[config.mk]
export PLATFORM = sky130hd
export DESIGN_NAME = psd_cell
export DESIGN_NICKNAME = d
export VERILOG_FILES = /design/src/hdl/psd_cell.sv
export SDC_FILE = /design/constraint.sdc
export NUM_CORES = 1
export LEC_CHECK = 0
export BUFFER_PORTS_ARGS = -buffer_cell sky130_fd_sc_hd__buf_2
export CAP_MARGIN = 10
export CORE_UTILIZATION = 41
export DETAILED_ROUTE_END_ITERATION = 8
export PLACE_DENSITY_LB_ADDON = 0.12
export SYNTH_ARGS = -nofsm -noshare
export SYNTH_HDL_FRONTEND = slang
export SYNTH_SLANG_ARGS = --single-unit
[constraint.sdc]
create_clock -name clk -period 0.87 [get_ports clk]
set_input_delay 0.0435 -clock clk [delete_from_list [all_inputs] [get_ports clk]]
set_output_delay 0.0435 -clock clk [all_outputs]
set_load 0.05 [all_outputs]
[src/hdl/psd_cell.sv]
// ---------------------------------------------------------------------------
// psd_cell: one CORDIC micro-rotation stage
// Turns the direction vector toward +x and moves the point vector alike.
// ---------------------------------------------------------------------------
module psd_cell #(
	parameter int W     = 32,
	parameter int SHIFT = 0
) (
	input  logic                clk,
	input  logic                arst_n,
	input  logic                en,
	input  logic                vld_in,
	input  logic                degen_in,
	input  logic signed [W-1:0] xd_in,
	input  logic signed [W-1:0] yd_in,
	input  logic signed [W-1:0] xe_in,
	input  logic signed [W-1:0] ye_in,
	output logic                vld_out,
	output logic                degen_out,
	output logic signed [W-1:0] xd_out,
	output logic signed [W-1:0] yd_out,
	output logic signed [W-1:0] xe_out,
	output logic signed [W-1:0] ye_out
);
	logic signed [W-1:0] xd_n, yd_n, xe_n, ye_n;

	// Rotation direction follows the sign of the direction vector's y.
	always_comb begin
		if (yd_in >= 0) begin
			xd_n = xd_in + (yd_in >>> SHIFT);
			yd_n = yd_in - (xd_in >>> SHIFT);
			xe_n = xe_in + (ye_in >>> SHIFT);
			ye_n = ye_in - (xe_in >>> SHIFT);
		end else begin
			xd_n = xd_in - (yd_in >>> SHIFT);
			yd_n = yd_in + (xd_in >>> SHIFT);
			xe_n = xe_in - (ye_in >>> SHIFT);
			ye_n = ye_in + (xe_in >>> SHIFT);
		end
	end

	// Valid bit of the stage.
	always_ff @(posedge clk or negedge arst_n) begin
		if (!arst_n) vld_out <= 1'b0;
		else if (en) vld_out <= vld_in;
	end

	// Payload of the stage.
	always_ff @(posedge clk) begin
		if (en) begin
			degen_out <= degen_in;
			xd_out    <= xd_n;
			yd_out    <= yd_n;
			xe_out    <= xe_n;
			ye_out    <= ye_n;
		end
	end
endmodule

==> metrics.md, run 1 <==
| Metric | Value |
|---|---|
| CP cell instances | `buf_8 -> ha_4 -> fa_2 -> nor2b_4 -> o21ai_4 -> a211oi_2 -> o31ai_1 -> buf_4 -> o22ai_4 -> o41a_1 -> a41oi_2 -> mux2i_1 -> xnor2_1` |
| Die width | `191.3 um` |
| Worst hold endpoint | `xe_out[31]$_DFFE_PP_` |
| Setup Viol. Count Final | `250` |
| Final ANT Viol Nets | `0` |
| Final hold viol count | `0` |
| Worst-skew pair later-pin latency | `450 ps` |
| Minimum clock period | `2383 ps` |
| First drt pass iteration count | `5` |
| Count of pins over their slew limit | `0` |
| #FFs+latches synth | `128` |
| Hold Crit Class | `in -> reg` |
| Failing checks | `negative setup slack` |
| Filler Cell Count | `2519` |
| Mapped cell area | `0.01469 mm^2` |
| Final Worst Setup Slack | `-1513 ps` |
| R2r startpoint | `vld_out$_DFFE_PN0P_` |
| EDFF count, synth | `127` |
| Core ar. | `0.03488 mm^2` |
| I/O pin cnt | `263` |
| Slew Limit Headroom | `0.4843` |
| Most used DFF post-synth | `edfxtp_1` |
| Routability congestion estimate | `0.9910` |
| Detailed Route WL | `61860 um` |
| Detailed-route DRC error count | `0` |
| Reg2Reg Depth | `1` |
| Unrepaired setup endpoints after global routing | `true` |
| Die ar. | `0.03659 mm^2` |
| Worst reg2reg endpoint | `vld_out$_DFFE_PN0P_` |
| GR Util All Layers | `0.3277` |
| Worst VDD drop | `0.001490 V` |
| Combinational fraction of design power | `0.577` |
| Psw | `0.01626 W` |
| Hold_ws | `25.88 ps` |
| Hold Crit Depth | `3` |
| Synth Area per Inst | `8.244 um^2` |
| Avg WL per Cell | `19.17 um` |
| Cells after Synth | `1782` |
| Yosys cell types | `83` |
| CTS tree | `yes` |
| Crit. End Element | `register` |
| Final Cycle Share | `2.739` |
| Vias in the first global route | `17350` |
| Ys async rst share | `0.007813` |
| Initial Util | `0.4212` |
| Die height | `191.3 um` |
| Synth top area share | `0.2596` |
| Switching Fraction | `0.4301` |
| Crit-path max FO | `4` |
| Sequential power share | `0.228` |
| Placed Instance Area | `0.02250 mm^2` |
| Diodes inserted | `0` |
| Multi-input logic area | `0.01260 mm^2` |
| Clock Tree Buf Depth | `2` |
| LEAKAGE | `12.09 nW` |
| H-tree depth | `4` |
| Synth area leaders | `edfxtp_1 26%, ha_1 17%, a21oi_1 7.9%` |
| FF/Latch Area | `0.003840 mm^2` |
| Nets@finish | `3100` |
| Clock share of power | `0.196` |
| I/O Buffers | `262` |
| Max cap viols | `0` |
| Initial antenna violation count | `0` |
| Mapped Nets | `2123` |
| Max stage delay on crit path | `450 ps` |
| Arr. time, crit path | `2590 ps` |
| Via/cell ratio | `5.483` |
| Via count | `17700` |
| Area leader, netlist | `edfxtp_1` |
| Status | `finished with violations` |
| HPWL after DPL | `47990 um` |
| Clock skew | `0 ps` |
| Root buffer selected by CTS | `clkbuf_16` |
| P&R area growth vs syn | `80.77%` |
| First-pass GRT wire length | `92550 um` |
| Element type at the critical path start | `primary input` |
| Placed cells | `3094` |
| Largest net degree at the start of global routing | `40` |
| Pwr Density | `1423 mW/mm^2` |
| Sequential-to-total area share from yosys stat | `0.2613` |
| Max stage delay cell, worst path | `o41a_1` |
| Internal | `0.02154 W` |
| Clock net sink count | `128` |
| Clock-pin slew on the worst setup and hold paths | `70 ps` |
| Crit path required time | `1080 ps` |
| Worst slew pin tran | `754.1 ps` |
| Max frequency | `0.4197 GHz` |
| Setup CP Type | `in -> reg` |
| Share of layout cells above drive strength 1 | `0.5509` |
| Min-Delay Startpoint | `xe_in[31]` |
| TritonCTS Buffers | `17` |
| Number of cell rows | `68` |
| R2R Setup Slk | `80 ps` |
| Initial DRC Count | `1353` |
| Post-route insts no fill | `3227` |
| Aggregate global routing overflow | `0` |
| Yosys warns | `0` |
| Fin Setup TNS | `-144920 ps` |
| Cell area after layout | `0.02656 mm^2` |
layout by cell type, fill, tap and decap left out, types with 21 or more instances in the layout:
cell type,count
a21o_1,29
a21oi_1,147
a21oi_2,64
a21oi_4,21
buf_2,202
buf_4,685
buf_6,120
edfxtp_1,127
ha_1,154
ha_4,41
inv_1,153
nand2_1,88
nor2_1,111
nor3_1,26
o21ai_0,42
o21ai_1,26
o21ai_2,49
o21bai_1,45
xnor2_1,87
cells by family (layout without fill, tap and decap cells):
| logic type | count (synthesis) | in the layout | share of synthesized area |
|---|---|---|---|
| compound gates | 616 | 616 | 0.2645 |
| xor+xnor | 120 | 120 | 0.07154 |
| fa+ha+maj | 208 | 208 | 0.1792 |
| buf+inv | 278 | 1268 | 0.07563 |
| flops | 128 | 128 | 0.2613 |
| mux | 26 | 26 | 0.01797 |
| simple gates | 406 | 406 | 0.1299 |
stage by stage:
stage	total power, W	worst slack, ps	utilization
floorplan	0.01937	-1620	-
global placement	0.02655	-1977	0.6449
detailed placement	0.02676	-2001	0.6449
CTS	0.03622	-1395	0.7257
global route	0.03925	-1574	0.7613
finish	0.03780	-1513	0.7613
cells in the mapped netlist (all sizes together), types with 12 or more instances:
cell type,instances
a211oi,22
a21o,31
a21oi,232
a31oi,20
buf,48
clkbuf,37
edfxtp,127
ha,204
inv,186
mux2i,23
nand2,105
nand3,20
nand4,18
nor2,131
nor2b,23
nor3,40
nor4,14
o211ai,12
o21a,12
o21ai,124
o21bai,52
o31ai,21
xnor2,105
xor2,15
power by group through the flow:
stage / Clock [W] / Combinational, W / Sequential (W)
floorplan: 0 / 0.00704 / 0.0123
global placement: 0 / 0.0179 / 0.00866
detailed placement: 0 / 0.0181 / 0.00868
CTS: 0.00747 / 0.0202 / 0.00859
global route: 0.00768 / 0.0229 / 0.00867
finish: 0.00739 / 0.0218 / 0.00860
sequential cells by signal (all words and copies together) (netlist names):
register and count:
degen_out 1, vld_out 1, xd_out 32, xe_out 32
yd_out 31, ye_out 31
worst max-delay path: cells and delay by family:
| family | cells | cell delay, ps |
|---|---|---|
| fa+ha+maj | 2 | 540 |
| compound gates | 6 | 1270 |
| mux | 1 | 130 |
| xor+xnor | 1 | 160 |
| simple gates | 1 | 150 |
| buf+inv | 2 | 280 |
worst max-delay path by stage:
stage / to / startpoint / slack [ps]
CTS: xd_out[28]$_DFFE_PP_ / yd_in[0] / -1390
global placement: ye_out[30]$_DFFE_PP_ / xe_in[0] / -1980
finish: ye_out[30]$_DFFE_PP_ / xe_in[0] / -1510
global route: ye_out[30]$_DFFE_PP_ / xe_in[0] / -1570
floorplan: xd_out[28]$_DFFE_PP_ / xd_in[14] / -1620
detailed placement: ye_out[30]$_DFFE_PP_ / xe_in[0] / -2000
repair_timing:
item / CTS / global route
hold endpoints to repair: 5 / 0
pin swaps: 158 / 143
cloned: 1 / 0
resized for setup: 402 / 202
hold buffers: 6 / 0
setup buffers: 57 / 57
endpoints found under the setup margin: 251 / 252
cell type report:
class                           count  share of cell area
Sequential cell                   128              0.1446
Tap cell                          455             0.02144
Multi-Input combinational cell   1376              0.4745
Clock inverter                     15            0.005606
Timing Repair Buffer             1043              0.3052
Inverter                          193             0.03265
Clock buffer                       17             0.01602
metal layers:
| layer | part of all wire | track usage | vias to the layer above |
|---|---|---|---|
| met5 | 0 | 0 | - |
| met4 | 0.040 | 0.1435 | 0 |
| met3 | 0.059 | 0.04112 | 154 |
| met2 | 0.48 | 0.5503 | 726 |
| met1 | 0.42 | 0.4198 | 8492 |
| li1 | - | - | 8323 |
Power figures use the tool's default switching activity.
==> run 2: changes to the inputs <==
Settings changed: CTS_CLUSTER_SIZE set to 28.
Clock period 0.87 ns to 2.8 ns, I/O delays scaled along.
==> run 2 against run 1 <==
  * The flow now finishes without violations
  * Worst setup slack improved by 1600 ps
  * Flip-flop and latch count unchanged
  * Sequential power decreased by 69%
  * Hold slack improved by 4.2 ps
  * Non-clock buffer count decreased by 404
  * Total power decreased by 74%
  * Sequential share of layout area increased by 5.0 points
  * Largest power group unchanged
==> metrics.md, run 2 (same netlist as run 1, synthesis figures left out) <==
| Metric | Value |
|---|---|
| Slew Limit Headroom | `0.4802` |
| Max stage delay on crit path | `410 ps` |
| GR Util All Layers | `0.2826` |
| Worst reg2reg endpoint | `vld_out$_DFFE_PN0P_` |
| First drt pass iteration count | `5` |
| Worst VDD drop | `0.0004503 V` |
| Setup CP Type | `in -> reg` |
| Reg2Reg Depth | `1` |
| Hold Crit Class | `in -> reg` |
| Worst-skew pair later-pin latency | `430 ps` |
| Die ar. | `0.03659 mm^2` |
| I/O Buffers | `262` |
| Commonest cells after routing, fill and taps aside | `373 x buf_4, 260 x buf_2, 230 x a21oi_1, 203 x ha_1, 183 x inv_1` |
| Share of layout cells above drive strength 1 | `0.2969` |
| Initial Util | `0.4212` |
| Largest net degree at the start of global routing | `59` |
| Critical path's top delay family | `compound AO/OA/AOI/OAI gates` |
| I/O pin cnt | `263` |
| Pwr Density | `504.4 mW/mm^2` |
| Max cap viols | `0` |
| Vias in the first global route | `14940` |
| Number of cell rows | `68` |
| Die width | `191.3 um` |
| Max frequency | `0.3684 GHz` |
| R2R Setup Slk | `2060 ps` |
| Clock net sink count | `128` |
| Initial antenna violation count | `0` |
| Count of pins over their slew limit | `0` |
| P&R area growth vs syn | `34.23%` |
| CP cell instances | `buf_2 -> inv_1 -> ha_1 -> fa_1 -> nand2b_1 -> a211oi_1 -> nor4_1 -> o2111ai_1 -> nand2_1 -> o31ai_1 -> a221o_1 -> o22ai_1 -> xnor2_1` |
| Initial DRC Count | `1181` |
| Arr. time, crit path | `2900 ps` |
| CP Buf/Inv Count | `2` |
| Crit. End Element | `register` |
| Final hold viol count | `0` |
| Worst slew pin tran | `778.5 ps` |
| Aggregate global routing overflow | `0` |
| Clock-pin slew on the worst setup and hold paths | `60 ps` |
| Nets@finish | `2696` |
| Crit-path max FO | `3` |
| LEAKAGE | `9.343 nW` |
| Fin Setup TNS | `0 ps` |
| Diodes inserted | `0` |
| First-pass GRT wire length | `79970 um` |
| Status | `finished, final reports clean` |
| Regs by FF count | `xd_out: 32 flops, xe_out: 32 flops` |
| Most common cell after layout, fill and taps aside | `buf_4` |
| Detailed Route WL | `51840 um` |
| Clock Tree Buf Depth | `2` |
| Detailed-route DRC error count | `0` |
| Avg WL per Cell | `18.36 um` |
| H-tree depth | `4` |
| HPWL after DPL | `42850 um` |
| Die height | `191.3 um` |
| Crit path required time | `2980 ps` |
| TritonCTS Buffers | `17` |
| Worst setup path end | `xe_out[30]$_DFFE_PP_` |
| Final Cycle Share | `0.9696` |
| R2r startpoint | `vld_out$_DFFE_PN0P_` |
| Via/cell ratio | `5.413` |
| Routability congestion estimate | `0.9482` |
| Final ANT Viol Nets | `0` |
| Power Total | `0.009947 W` |
| Max stage delay cell, worst path | `fa_1` |
| Setup Viol. Count Final | `0` |
| Min-Delay Startpoint | `xd_in[31]` |
| Root buffer selected by CTS | `clkbuf_16` |
| Cell count along the critical path | `13` |
| Clock skew | `0 ps` |
| Via count | `15280` |
| Core ar. | `0.03488 mm^2` |
| Minimum clock period | `2715 ps` |
| Crit path from | `xe_in[0]` |
| Element type at the critical path start | `primary input` |
| CTS tree | `yes` |
## run 2: changes by cell type in the layout (fill, tap and decap cells not counted), moves of 21 or more
cell,before,now
a21oi_4,21,0
ha_1,154,203
buf_4,685,373
o21ai_1,26,4
buf_2,202,260
inv_1,153,183
a21oi_1,147,230
o21ai_0,42,119
a21oi_2,64,2
buf_6,120,0
ha_4,41,0
o21ai_2,49,1
## run 2: worst min-delay path by stage
stage                                      end  cells after the start
final                     xd_out[31]$_DFFE_PP_                      2
after global placement     vld_out$_DFFE_PN0P_                      1
after floorplan            vld_out$_DFFE_PN0P_                      0
after CTS                 xd_out[31]$_DFFE_PP_                      2
after global routing      yd_out[31]$_DFFE_PP_                      2
after detailed placement   vld_out$_DFFE_PN0P_                      1
## run 2: metal layers
| metal | track usage | part of all wire | vias to the layer above |
|---|---|---|---|
| met4 | 0.1062 | 0.028 | 0 |
| met3 | 0.02699 | 0.048 | 79 |
| met5 | 0 | 0 | - |
| met2 | 0.4628 | 0.46 | 530 |
| li1 | - | - | 7499 |
| met1 | 0.3832 | 0.46 | 7172 |
## run 2: power breakdown
group          switching [W]  leakage (nW)  internal [W]
clock network       0.000925         0.302       0.00149
registers          0.0000845          1.25       0.00255
logic                0.00316          7.79       0.00173
total                0.00417          9.34       0.00577
## run 2: layout make-up
class                      instances  area, um^2
fill                            3407       15160
multi-input combinational       1376        9787
timing repair buffer             639        4182
sequential                       128        3839
inverter                         193       724.4
tap                              455       569.3
clock buffer                      18       429.2
clock inverter                    14       190.2
## run 2: what timing repair did
| action | 4_1_cts | 5_1_grt |
|---|---|---|
| endpoints found under the setup margin | 0 | 19 |
| hold endpoints to repair | 3 | 0 |
| hold buffers | 4 | 0 |
| resized for setup | 0 | 11 |
| setup buffers | 0 | 1 |
## run 2: metrics by stage
step                      utilization  worst slack [ps]  cells  hold WS [ps]  instance area [um^2]
final                          0.5653             85.20   2823         30.03                 19720
after global routing           0.5653            -5.131   2823         22.97                 19720
after detailed placement       0.5449            -403.9   2786        -82.20                 19010
after global placement         0.5449            -334.6   2786        -84.08                 19010
after CTS                      0.5638             69.83   2822         2.046                 19670
after floorplan                     -             150.3   1782        -155.6                 14690
